$ cat config.mk
export PLATFORM = sky130hd
export DESIGN_NAME = motor_feedback_multiturn_tracker
export DESIGN_NICKNAME = d
export VERILOG_FILES = /design/src/rtl/core/mft_pkg.sv /design/src/rtl/core/mft_fifo.sv /design/src/rtl/core/mft_front.sv /design/src/rtl/core/mft_scale.sv /design/src/rtl/core/mft_back.sv /design/src/rtl/core/motor_feedback_multiturn_tracker.sv
export SDC_FILE = /design/constraint.sdc
export NUM_CORES = 2
export LEC_CHECK = 0
export ABC_AREA = 1
export BUFFER_PORTS_ARGS = -buffer_cell sky130_fd_sc_hd__buf_2
export CORE_UTILIZATION = 30
export CTS_BUF_LIST = sky130_fd_sc_hd__clkbuf_4 sky130_fd_sc_hd__clkbuf_8
export DETAILED_ROUTE_END_ITERATION = 10
export PLACE_DENSITY = 0.4
export SYNTH_ARGS = -nofsm -noshare
export SYNTH_HDL_FRONTEND = slang
export SYNTH_SLANG_ARGS = --single-unit
export TNS_END_PERCENT = 1
$ cat constraint.sdc
create_clock -name clk -period 8.8 [get_ports clk]
set_clock_uncertainty 0.15 [all_clocks]
set_input_delay 2.64 -clock clk [delete_from_list [all_inputs] [get_ports clk]]
set_output_delay 2.64 -clock clk [all_outputs]
set_load 0.02 [all_outputs]
$ cat src/rtl/core/mft_pkg.sv
// Shared types and constants of the multi-turn motor feedback tracker.
`default_nettype none
package mft_pkg;

    localparam int NUM_MOTORS    = 4;
    localparam int MOTOR_IDX_W   = 2;
    localparam int ID_W          = 11;
    localparam int POS_W         = 13;
    localparam int WORD_W        = 16;
    localparam int CPOS_W        = 29;
    localparam int SANGLE_W      = 15;
    localparam int CANGLE_W      = 31;
    localparam int CFG_INDEX_W   = 4;
    localparam int PROD_W        = 44;
    localparam int REM_W         = 16;

    localparam int WRAP_HALF       = 4096;
    localparam int COUNTS_PER_TURN = 8191;
    localparam int TURN_SHIFT      = 13;     // 8191 = 2^13 - 1
    localparam int ANGLE_SCALE     = 23040;  // 360 * 64

    // pipeline depth of the angle scaler
    localparam int SCALE_LAT = 4;

    localparam int MID_DEPTH_DEF = 2;
    localparam int OUT_DEPTH_DEF = 8;

    localparam logic [ID_W-1:0] MOTOR_ID_RESET [NUM_MOTORS] = '{
        ID_W'(513), ID_W'(514), ID_W'(515), ID_W'(516)
    };

    // classified frame, front to back
    typedef struct packed {
        logic [MOTOR_IDX_W-1:0] motor_index;
        logic [POS_W-1:0]       position;
        logic [WORD_W-1:0]      speed;
        logic [WORD_W-1:0]      current;
    } mid_item_t;

    // frame after the turn count update
    typedef struct packed {
        logic [MOTOR_IDX_W-1:0] motor_index;
        logic [POS_W-1:0]       position;
        logic [WORD_W-1:0]      speed;
        logic [WORD_W-1:0]      current;
        logic [WORD_W-1:0]      turn_count;
    } pipe_item_t;

    typedef struct packed {
        logic [MOTOR_IDX_W-1:0] motor_index;
        logic [POS_W-1:0]       position;
        logic [WORD_W-1:0]      speed;
        logic [WORD_W-1:0]      current;
        logic [WORD_W-1:0]      turn_count;
        logic [CPOS_W-1:0]      continuous_position;
        logic [SANGLE_W-1:0]    single_angle;
        logic [CANGLE_W-1:0]    continuous_angle;
    } out_item_t;

endpackage
`default_nettype wire

$ cat src/rtl/core/mft_fifo.sv
// Small register queue with occupancy count.
`default_nettype none
module mft_fifo #(
    parameter int WIDTH = 8,
    parameter int DEPTH = 2
) (
    input  wire logic                       clk,
    input  wire logic                       rst_n,
    input  wire logic                       push,
    input  wire logic [WIDTH-1:0]           din,
    output logic                            full,
    input  wire logic                       pop,
    output logic [WIDTH-1:0]                dout,
    output logic                            empty,
    output logic [$clog2(DEPTH+1)-1:0]      count
);

    localparam int AW = (DEPTH > 1) ? $clog2(DEPTH) : 1;
    localparam int CW = $clog2(DEPTH + 1);

    logic [WIDTH-1:0] mem_reg [DEPTH];
    logic [AW-1:0]    wr_ptr_reg, wr_ptr_next;
    logic [AW-1:0]    rd_ptr_reg, rd_ptr_next;
    logic [CW-1:0]    count_reg, count_next;
    logic             do_push, do_pop;

    assign full    = (count_reg == CW'(DEPTH));
    assign empty   = (count_reg == '0);
    assign count   = count_reg;
    assign dout    = mem_reg[rd_ptr_reg];
    assign do_push = push && !full;
    assign do_pop  = pop && !empty;

    always_comb
    begin
        wr_ptr_next = wr_ptr_reg;
        rd_ptr_next = rd_ptr_reg;
        count_next  = count_reg;
        if (do_push)
        begin
            wr_ptr_next = (wr_ptr_reg == AW'(DEPTH - 1)) ? '0 : wr_ptr_reg + AW'(1);
        end
        if (do_pop)
        begin
            rd_ptr_next = (rd_ptr_reg == AW'(DEPTH - 1)) ? '0 : rd_ptr_reg + AW'(1);
        end
        if (do_push && !do_pop)
        begin
            count_next = count_reg + CW'(1);
        end
        else if (do_pop && !do_push)
        begin
            count_next = count_reg - CW'(1);
        end
    end

    always_ff @(posedge clk or negedge rst_n)
    begin
        if (!rst_n)
        begin
            wr_ptr_reg <= '0;
            rd_ptr_reg <= '0;
            count_reg  <= '0;
        end
        else
        begin
            wr_ptr_reg <= wr_ptr_next;
            rd_ptr_reg <= rd_ptr_next;
            count_reg  <= count_next;
        end
    end

    always_ff @(posedge clk)
    begin
        if (do_push)
        begin
            mem_reg[wr_ptr_reg] <= din;
        end
    end

endmodule
`default_nettype wire

$ cat src/rtl/core/mft_front.sv
// Front end: motor ID registers and frame classification.
`default_nettype none
module mft_front
    import mft_pkg::*;
(
    input  wire logic                   clk,
    input  wire logic                   rst_n,
    input  wire logic                   cfg_valid,
    input  wire logic [CFG_INDEX_W-1:0] cfg_index,
    input  wire logic [ID_W-1:0]        cfg_data,
    input  wire logic                   push,
    input  wire logic                   full,
    input  wire logic [ID_W-1:0]        frame_id,
    input  wire logic [POS_W-1:0]       encoder_position,
    input  wire logic signed [WORD_W-1:0] motor_speed,
    input  wire logic signed [WORD_W-1:0] motor_current,
    output logic                        mid_push,
    output mid_item_t                   mid_item
);

    logic [ID_W-1:0]        motor_id_reg [NUM_MOTORS];
    logic                   hit;
    logic [MOTOR_IDX_W-1:0] hit_index;

    always_ff @(posedge clk or negedge rst_n)
    begin
        if (!rst_n)
        begin
            for (int i = 0; i < NUM_MOTORS; i++)
            begin
                motor_id_reg[i] <= MOTOR_ID_RESET[i];
            end
        end
        else if (cfg_valid && (cfg_index < CFG_INDEX_W'(NUM_MOTORS)))
        begin
            motor_id_reg[cfg_index[MOTOR_IDX_W-1:0]] <= cfg_data;
        end
    end

    // lowest matching motor wins
    always_comb
    begin
        hit       = 1'b0;
        hit_index = '0;
        for (int i = NUM_MOTORS - 1; i >= 0; i--)
        begin
            if (motor_id_reg[i] == frame_id)
            begin
                hit       = 1'b1;
                hit_index = MOTOR_IDX_W'(i);
            end
        end
    end

    assign mid_push             = push && !full && hit;
    assign mid_item.motor_index = hit_index;
    assign mid_item.position    = encoder_position;
    assign mid_item.speed       = motor_speed;
    assign mid_item.current     = motor_current;

endmodule
`default_nettype wire

$ cat src/rtl/core/mft_scale.sv
// Pipelined signed scaling by 23040/8191, truncated toward zero.
`default_nettype none
module mft_scale
    import mft_pkg::*;
(
    input  wire logic                       clk,
    input  wire logic signed [CPOS_W-1:0]   value,
    output logic signed [CANGLE_W-1:0]      result
);

    localparam int QW = CANGLE_W;

    logic                s1_sign_reg, s2_sign_reg, s3_sign_reg;
    logic [PROD_W-1:0]   s1_prod_reg, s2_prod_reg;
    logic [QW-1:0]       s2_q0_reg, s3_q0_reg;
    logic [REM_W-1:0]    s3_rem_reg;
    logic [QW-1:0]       result_reg;

    logic [CPOS_W-1:0]   mag;
    logic [PROD_W-1:0]   prod;
    logic [QW-1:0]       q0;
    logic [PROD_W-1:0]   rem_full;
    logic [1:0]          corr;
    logic [QW-1:0]       base;
    logic [QW-1:0]       addend;

    always_comb
    begin
        mag  = value[CPOS_W-1] ? CPOS_W'(-value) : CPOS_W'(value);
        prod = PROD_W'(mag) * PROD_W'(ANGLE_SCALE);
    end

    // 1/8191 = 2^-13 + 2^-26 + 2^-39 + ...; estimate sits at most 3 low
    always_comb
    begin
        q0 = QW'(s1_prod_reg >> TURN_SHIFT)
           + QW'(s1_prod_reg >> (2 * TURN_SHIFT))
           + QW'(s1_prod_reg >> (3 * TURN_SHIFT));
    end

    always_comb
    begin
        rem_full = s2_prod_reg - (PROD_W'(s2_q0_reg) << TURN_SHIFT) + PROD_W'(s2_q0_reg);
    end

    // negative: -(q0 + corr) = ~q0 + 1 - corr
    always_comb
    begin
        corr = 2'(s3_rem_reg >= REM_W'(COUNTS_PER_TURN))
             + 2'(s3_rem_reg >= REM_W'(2 * COUNTS_PER_TURN))
             + 2'(s3_rem_reg >= REM_W'(3 * COUNTS_PER_TURN));
        base   = s3_sign_reg ? ~s3_q0_reg : s3_q0_reg;
        addend = s3_sign_reg ? (QW'(1) - QW'(corr)) : QW'(corr);
    end

    always_ff @(posedge clk)
    begin
        s1_sign_reg <= value[CPOS_W-1];
        s1_prod_reg <= prod;
        s2_sign_reg <= s1_sign_reg;
        s2_prod_reg <= s1_prod_reg;
        s2_q0_reg   <= q0;
        s3_sign_reg <= s2_sign_reg;
        s3_q0_reg   <= s2_q0_reg;
        s3_rem_reg  <= rem_full[REM_W-1:0];
        result_reg  <= base + addend;
    end

    assign result = $signed(result_reg);

endmodule
`default_nettype wire

$ cat src/rtl/core/mft_back.sv
// Back end: per-motor turn tracking, continuous position and angle pipeline.
`default_nettype none
module mft_back
    import mft_pkg::*;
#(
    parameter int OUT_DEPTH = OUT_DEPTH_DEF
) (
    input  wire logic                           clk,
    input  wire logic                           rst_n,
    input  wire logic                           mid_empty,
    input  wire mid_item_t                      mid_item,
    output logic                                mid_pop,
    input  wire logic [$clog2(OUT_DEPTH+1)-1:0] out_count,
    output logic                                out_push,
    output out_item_t                           out_item
);

    localparam int CW = $clog2(OUT_DEPTH + 1);
    localparam logic signed [POS_W:0] WRAP_POS = (POS_W + 1)'(WRAP_HALF);
    localparam logic signed [POS_W:0] WRAP_NEG = -WRAP_POS;
    localparam logic signed [WORD_W-1:0] TC_MAX = {1'b0, {(WORD_W-1){1'b1}}};
    localparam logic signed [WORD_W-1:0] TC_MIN = {1'b1, {(WORD_W-1){1'b0}}};

    logic [POS_W-1:0]         last_pos_reg [NUM_MOTORS];
    logic signed [WORD_W-1:0] turn_reg     [NUM_MOTORS];
    logic [CW-1:0]            inflight_reg, inflight_next;

    logic                     a_valid_reg;
    pipe_item_t               a_item_reg;
    logic                     b_valid_reg;
    pipe_item_t               b_item_reg;
    logic signed [CPOS_W-1:0] b_cpos_reg;
    logic                     d_valid_reg [SCALE_LAT];
    pipe_item_t               d_item_reg  [SCALE_LAT];
    logic [CPOS_W-1:0]        d_cpos_reg  [SCALE_LAT];

    logic signed [POS_W:0]    diff;
    logic signed [WORD_W-1:0] tc_old, tc_new;
    logic signed [CPOS_W-1:0] tc_ext, cpos;
    logic signed [CPOS_W-1:0] single_in;
    logic signed [CANGLE_W-1:0] single_q, cont_q;
    logic [CW:0]              occupancy;

    // credit: everything in flight has a slot reserved in the output queue
    assign occupancy = (CW + 1)'(out_count) + (CW + 1)'(inflight_reg);
    assign mid_pop   = !mid_empty && (occupancy < (CW + 1)'(OUT_DEPTH));
    assign out_push  = d_valid_reg[SCALE_LAT-1];

    always_comb
    begin
        inflight_next = inflight_reg;
        if (mid_pop && !out_push)
        begin
            inflight_next = inflight_reg + CW'(1);
        end
        else if (out_push && !mid_pop)
        begin
            inflight_next = inflight_reg - CW'(1);
        end
    end

    // jump of exactly half a turn is not a wrap
    always_comb
    begin
        diff   = $signed({1'b0, mid_item.position})
               - $signed({1'b0, last_pos_reg[mid_item.motor_index]});
        tc_old = turn_reg[mid_item.motor_index];
        tc_new = tc_old;
        priority if (diff > WRAP_POS)
        begin
            if (tc_old != TC_MIN)
            begin
                tc_new = tc_old - WORD_W'(1);
            end
        end
        else if (diff < WRAP_NEG)
        begin
            if (tc_old != TC_MAX)
            begin
                tc_new = tc_old + WORD_W'(1);
            end
        end
        else
        begin
            tc_new = tc_old;
        end
    end

    always_ff @(posedge clk or negedge rst_n)
    begin
        if (!rst_n)
        begin
            for (int i = 0; i < NUM_MOTORS; i++)
            begin
                last_pos_reg[i] <= '0;
                turn_reg[i]     <= '0;
            end
            inflight_reg <= '0;
            a_valid_reg  <= 1'b0;
            b_valid_reg  <= 1'b0;
            for (int i = 0; i < SCALE_LAT; i++)
            begin
                d_valid_reg[i] <= 1'b0;
            end
        end
        else
        begin
            if (mid_pop)
            begin
                last_pos_reg[mid_item.motor_index] <= mid_item.position;
                turn_reg[mid_item.motor_index]     <= tc_new;
            end
            inflight_reg   <= inflight_next;
            a_valid_reg    <= mid_pop;
            b_valid_reg    <= a_valid_reg;
            d_valid_reg[0] <= b_valid_reg;
            for (int i = 1; i < SCALE_LAT; i++)
            begin
                d_valid_reg[i] <= d_valid_reg[i-1];
            end
        end
    end

    // position + turns * (2^13 - 1)
    always_comb
    begin
        tc_ext = CPOS_W'($signed(a_item_reg.turn_count));
        cpos   = (tc_ext <<< TURN_SHIFT) - tc_ext
               + $signed(CPOS_W'(a_item_reg.position));
    end

    always_ff @(posedge clk)
    begin
        a_item_reg.motor_index <= mid_item.motor_index;
        a_item_reg.position    <= mid_item.position;
        a_item_reg.speed       <= mid_item.speed;
        a_item_reg.current     <= mid_item.current;
        a_item_reg.turn_count  <= tc_new;
        b_item_reg             <= a_item_reg;
        b_cpos_reg             <= cpos;
        d_item_reg[0]          <= b_item_reg;
        d_cpos_reg[0]          <= b_cpos_reg;
        for (int i = 1; i < SCALE_LAT; i++)
        begin
            d_item_reg[i] <= d_item_reg[i-1];
            d_cpos_reg[i] <= d_cpos_reg[i-1];
        end
    end

    assign single_in = $signed(CPOS_W'(b_item_reg.position));

    mft_scale u_scale_cont (
        .clk    (clk),
        .value  (b_cpos_reg),
        .result (cont_q)
    );

    mft_scale u_scale_single (
        .clk    (clk),
        .value  (single_in),
        .result (single_q)
    );

    assign out_item.motor_index         = d_item_reg[SCALE_LAT-1].motor_index;
    assign out_item.position            = d_item_reg[SCALE_LAT-1].position;
    assign out_item.speed               = d_item_reg[SCALE_LAT-1].speed;
    assign out_item.current             = d_item_reg[SCALE_LAT-1].current;
    assign out_item.turn_count          = d_item_reg[SCALE_LAT-1].turn_count;
    assign out_item.continuous_position = d_cpos_reg[SCALE_LAT-1];
    assign out_item.single_angle        = single_q[SANGLE_W-1:0];
    assign out_item.continuous_angle    = cont_q;

endmodule
`default_nettype wire

$ cat src/rtl/core/motor_feedback_multiturn_tracker.sv
// Top level of the multi-turn motor feedback tracker.
// Takes one feedback frame per clock while full is low and, for frames whose
// identifier matches one of four programmed motor IDs, returns the updated
// turn count, the continuous position and both angles in 1/64 degree; other
// frames are dropped. A frame's result reaches the output queue through the
// classification queue, the turn update, the continuous position add and the
// four-stage angle scaler. Each motor's position and turn count are read and
// written in the same cycle, so frames of the same motor may follow each other
// back to back. The back end only starts a frame when the output queue has a
// slot for it, so the input keeps flowing at one frame per cycle while the
// output queue (OUT_DEPTH entries, at least the six pipeline stages plus two)
// has room.
`default_nettype none
module motor_feedback_multiturn_tracker
    import mft_pkg::*;
#(
    parameter int MID_DEPTH = MID_DEPTH_DEF,
    parameter int OUT_DEPTH = OUT_DEPTH_DEF
) (
    input  wire logic                       clk,
    input  wire logic                       rst_n,
    input  wire logic                       cfg_valid,
    output logic                            cfg_ready,
    input  wire logic [CFG_INDEX_W-1:0]     cfg_index,
    input  wire logic [ID_W-1:0]            cfg_data,
    input  wire logic                       push,
    output logic                            full,
    input  wire logic [ID_W-1:0]            frame_id,
    input  wire logic [POS_W-1:0]           encoder_position,
    input  wire logic signed [WORD_W-1:0]   motor_speed,
    input  wire logic signed [WORD_W-1:0]   motor_current,
    output logic                            empty,
    input  wire logic                       pop,
    output logic [MOTOR_IDX_W-1:0]          motor_index,
    output logic [POS_W-1:0]                position_out,
    output logic signed [WORD_W-1:0]        speed_out,
    output logic signed [WORD_W-1:0]        current_out,
    output logic signed [WORD_W-1:0]        turn_count_out,
    output logic signed [CPOS_W-1:0]        continuous_position,
    output logic [SANGLE_W-1:0]             single_angle,
    output logic signed [CANGLE_W-1:0]      continuous_angle
);

    localparam int MID_W = $bits(mid_item_t);
    localparam int OUT_W = $bits(out_item_t);

    logic                            mid_push, mid_pop, mid_full, mid_empty;
    mid_item_t                       mid_in, mid_out;
    logic [$clog2(MID_DEPTH+1)-1:0]  mid_count;
    logic                            out_push, out_full;
    out_item_t                       out_in, out_head;
    logic [$clog2(OUT_DEPTH+1)-1:0]  out_count;

    assign cfg_ready = 1'b1;
    assign full      = mid_full;

    mft_front u_front (
        .clk              (clk),
        .rst_n            (rst_n),
        .cfg_valid        (cfg_valid),
        .cfg_index        (cfg_index),
        .cfg_data         (cfg_data),
        .push             (push),
        .full             (mid_full),
        .frame_id         (frame_id),
        .encoder_position (encoder_position),
        .motor_speed      (motor_speed),
        .motor_current    (motor_current),
        .mid_push         (mid_push),
        .mid_item         (mid_in)
    );

    mft_fifo #(
        .WIDTH (MID_W),
        .DEPTH (MID_DEPTH)
    ) u_mid_fifo (
        .clk   (clk),
        .rst_n (rst_n),
        .push  (mid_push),
        .din   (mid_in),
        .full  (mid_full),
        .pop   (mid_pop),
        .dout  (mid_out),
        .empty (mid_empty),
        .count (mid_count)
    );

    mft_back #(
        .OUT_DEPTH (OUT_DEPTH)
    ) u_back (
        .clk       (clk),
        .rst_n     (rst_n),
        .mid_empty (mid_empty && (mid_count == '0)),
        .mid_item  (mid_out),
        .mid_pop   (mid_pop),
        .out_count (out_count),
        .out_push  (out_push),
        .out_item  (out_in)
    );

    // room is reserved by the back end's credit, so out_full never blocks
    mft_fifo #(
        .WIDTH (OUT_W),
        .DEPTH (OUT_DEPTH)
    ) u_out_fifo (
        .clk   (clk),
        .rst_n (rst_n),
        .push  (out_push && !out_full),
        .din   (out_in),
        .full  (out_full),
        .pop   (pop),
        .dout  (out_head),
        .empty (empty),
        .count (out_count)
    );

    assign motor_index         = out_head.motor_index;
    assign position_out        = out_head.position;
    assign speed_out           = out_head.speed;
    assign current_out         = out_head.current;
    assign turn_count_out      = out_head.turn_count;
    assign continuous_position = out_head.continuous_position;
    assign single_angle        = out_head.single_angle;
    assign continuous_angle    = out_head.continuous_angle;

endmodule
`default_nettype wire

==> results.md <==
- Worst Reg-to-Reg Cells: 26
- R2R Setup Slk: 2.95 ns
- Final Net Count: ~8300
- Hold crit path type: register to register
- Layout fillers: between 20000 and 30000
- Routed wire per std cell: roughly 19 µm
- Grt total ovfl: 0
- Clk Tree Root Cell: clkbuf_8
- # IOs: approximately 220
- Asr flop ratio synth: under 10%
- Worst path depth: 7
- 1st-iter DRT viols: about 3100
- Drt pass-1 iters: 8
- Routed WL: 232000 µm
- Most frequent cells in the layout: edfxtp_1, nor2_1, nand2_1, dfxtp_1, o21ai_0
- Final Max Slew Viols: 0
- Vias in the first global route: about 56000
- Crit. End Element: primary output
- Max reg flops: 1104
- First-pass GRT wire length: 350000 µm
- FF/Latch Area: around 56000 µm²
- #FFs+latches synth: ~2100
- Crit path launch: u_out_fifo.rd_ptr_reg[0]$_DFFE_PN0P_
- Met3 Track Usage GR: under 10%
- Crit path kind: register to primary output
- CTS Buf Count: 382
- Vias per inst: approximately 4.5
- Dpl cell area: around 90000 µm²
- EDFF count, synth: ~1200
- Sequential-to-total area share from yosys stat: between 60% and 70%
- TritonCTS clock tree: done
- CP required: ~6 ns
- Cells after Synth: around 7500
- RePlAce Congestion: about 0.86
- Delay-heaviest family, CP: buffers and inverters
- Slowest CP cell: dfrtp_4
- Count of cell types in the netlist: 54
- Core ar.: between 200000 and 300000 µm²
- Die width: 532 µm
- Post-Syn Nets: between 7000 and 8000
- Commonest non-fill, non-tap cell in the layout: edfxtp_1
- Max stage delay on crit path: 0.72 ns
- Hold path depth: 0
- Bufs and invs on worst path: 3
- Critical Path End: speed_out[10]
- Final Hold Violating Endpoints: 0
- Total GRT Usage: between 15 and 20%
- Setup crit start kind: register
- CP Cell Sequence: inv_8, buf_4, o21ai_0, o22ai_1, nor2_1, a31oi_1, buf_2
- Fin area: slightly below 100000 µm²
- CP max FO: 121
- H-tree Lvls: 5
- Max-slew headroom: roughly 21%
- Clock Sinks: about 2100
- Syn Area/Cell: 11.2 µm²
- Die area: around 280000 µm²
- Post-CTS Setup Inserts: 0
- Initial Util: between 30% and 40%
- DPL Wire Length: about 140000 µm
- Min Tclk post-route: around 7 ns
- GRT met2 Usage: 26.3%
- Worst-skew pair later-pin latency: between 1 and 1.5 ns
- Post-DRT Antenna Nets: 0
- RR Startpoint: u_mid_fifo.rd_ptr_reg$_DFFE_PN0P_
- PostCTS Resize Cnt: 0
- Area delta synth->final: 16.3%
- Hold-fix buffers, CTS: 0
- Largest net degree at the start of global routing: approximately 170
- Synthesized cell area: around 84000 µm²
- Worst Path Arrival: roughly 4.2 ns
- Global routing usage on met1: 21.7%
- IO Port Bufs: about 220
- Multi-input gate area: between 20000 and 30000 µm²
- Fraction of layout cells with a size suffix above 1: between 10% and 20%
- RSZ-0062 raised after global routing: no
- Slew @ Worst Pin: about 1.2 ns
- Final setup fails: 0
- Worst reg2reg path endpoint: u_back.turn_reg[61]$_DFFE_PN0P_
- Max Cap Viol: 0
- Result of the run: completed
- Die H: around 530 µm
- Number of remaining DRC errors: 0
- Reg clk slew, reported paths: approximately 0.06 ns
- TNS Setup: 0 ns
- Number of antenna violations at the first check in global routing: 21
- Warnings from Yosys: 0
- Vias: ~54000
- Ys flop type: edfxtp_1
- Fmax: around 0.14 GHz
- Crit share post-route: 79.2%
- Number of placement rows: around 190
- Most Crowded Layer GR: met2
- Clock tree buffer depth: 4
==> worst reg2reg max path: cells and delay by family, from the launching register on <==
| kind | cells | cell delay [ns] |
|---|---|---|
| fa+ha+maj | 2 | 0.63 |
| compound gates | 2 | 0.28 |
| flops | 1 | 0.36 |
| buf+inv | 6 | 2.05 |
| simple gates | 16 | 2.22 |
==> layout make-up <==
type                            count  share of cell area [%]
Clock buffer                      606                    7.57
Tap cell                         3724                    4.76
Clock inverter                    110                   0.942
Multi-Input combinational cell   4558                    25.9
Sequential cell                  2134                    56.8
Antenna cell                        7                  0.0179
Inverter                          561                    2.17
Timing Repair Buffer              273                    1.75
==> cells in the mapped netlist (16+ instances only) <==
cell type / instances / area share (%)
o21ai_0: 722 / 4.3
clkbuf_1: 239 / 1.1
nor2_1: 1183 / 5.3
buf_1: 17 / 0.076
dfrtp_1: 175 / 5.2
nand3_1: 150 / 0.89
o22ai_1: 152 / 1.1
inv_1: 539 / 2.4
nand4_1: 45 / 0.33
inv_2: 19 / 0.085
nor3_1: 37 / 0.22
dfxtp_1: 752 / 18
ha_1: 267 / 4.0
xnor2_1: 76 / 0.79
fa_1: 74 / 1.8
a31oi_1: 156 / 1.2
nand2_1: 1045 / 4.7
edfxtp_1: 1198 / 43
nand2_2: 31 / 0.23
a21oi_1: 201 / 1.2
xor2_1: 259 / 2.7
nor4_1: 16 / 0.12
==> logic make-up (layout without fill, tap and decap cells) <==
group,after synthesis,after routing,share of synthesized area (%)
compound gates,1319,1319,8.56
xor+xnor,336,336,3.51
fa+ha+maj,341,341,5.73
buf+inv,838,1550,3.81
flops,2134,2134,66.1
other cells,1,8,0.00446
simple gates,2561,2561,12.3
==> layer usage <==
metal / vias to the layer above / share of wire, %
li1: 26500 / -
met1: 26200 / 47
met2: 1175 / 46
met3: 377 / 4.4
met4: 0 / 2.5
met5: - / 0
==> metrics by stage <==
step                setup WS (ns)  util [%]  instances  hold slack [ns]
CTS                          1.52      35.1      12000            0.124
global placement             2.75      32.1      11300            0.161
finish                       1.83      35.1      12000            0.141
floorplan                    1.21         -       7530            0.160
detailed placement           2.71      32.1      11300            0.162
global route                 1.47      35.1      12000            0.139
==> worst min-delay path by stage <==
stage / end / from
floorplan: u_back.b_item_reg[16]$_DFF_P_ / u_back.a_item_reg[16]$_DFF_P_
global placement: u_back.d_item_reg[3][43]$_DFF_P_ / u_back.d_item_reg[2][43]$_DFF_P_
detailed placement: u_back.d_cpos_reg[3][21]$_DFF_P_ / u_back.d_cpos_reg[2][21]$_DFF_P_
CTS: u_back.u_scale_cont.s3_q0_reg[26]$_DFF_P_ / u_back.u_scale_cont.s2_q0_reg[26]$_DFF_P_
global route: u_back.u_scale_cont.s3_q0_reg[29]$_DFF_P_ / u_back.u_scale_cont.s2_q0_reg[29]$_DFF_P_
finish: u_back.u_scale_cont.s3_q0_reg[26]$_DFF_P_ / u_back.u_scale_cont.s2_q0_reg[26]$_DFF_P_
Power is not shown: default switching activity piles up to over one toggle a cycle in this logic, so the estimate is an artifact.
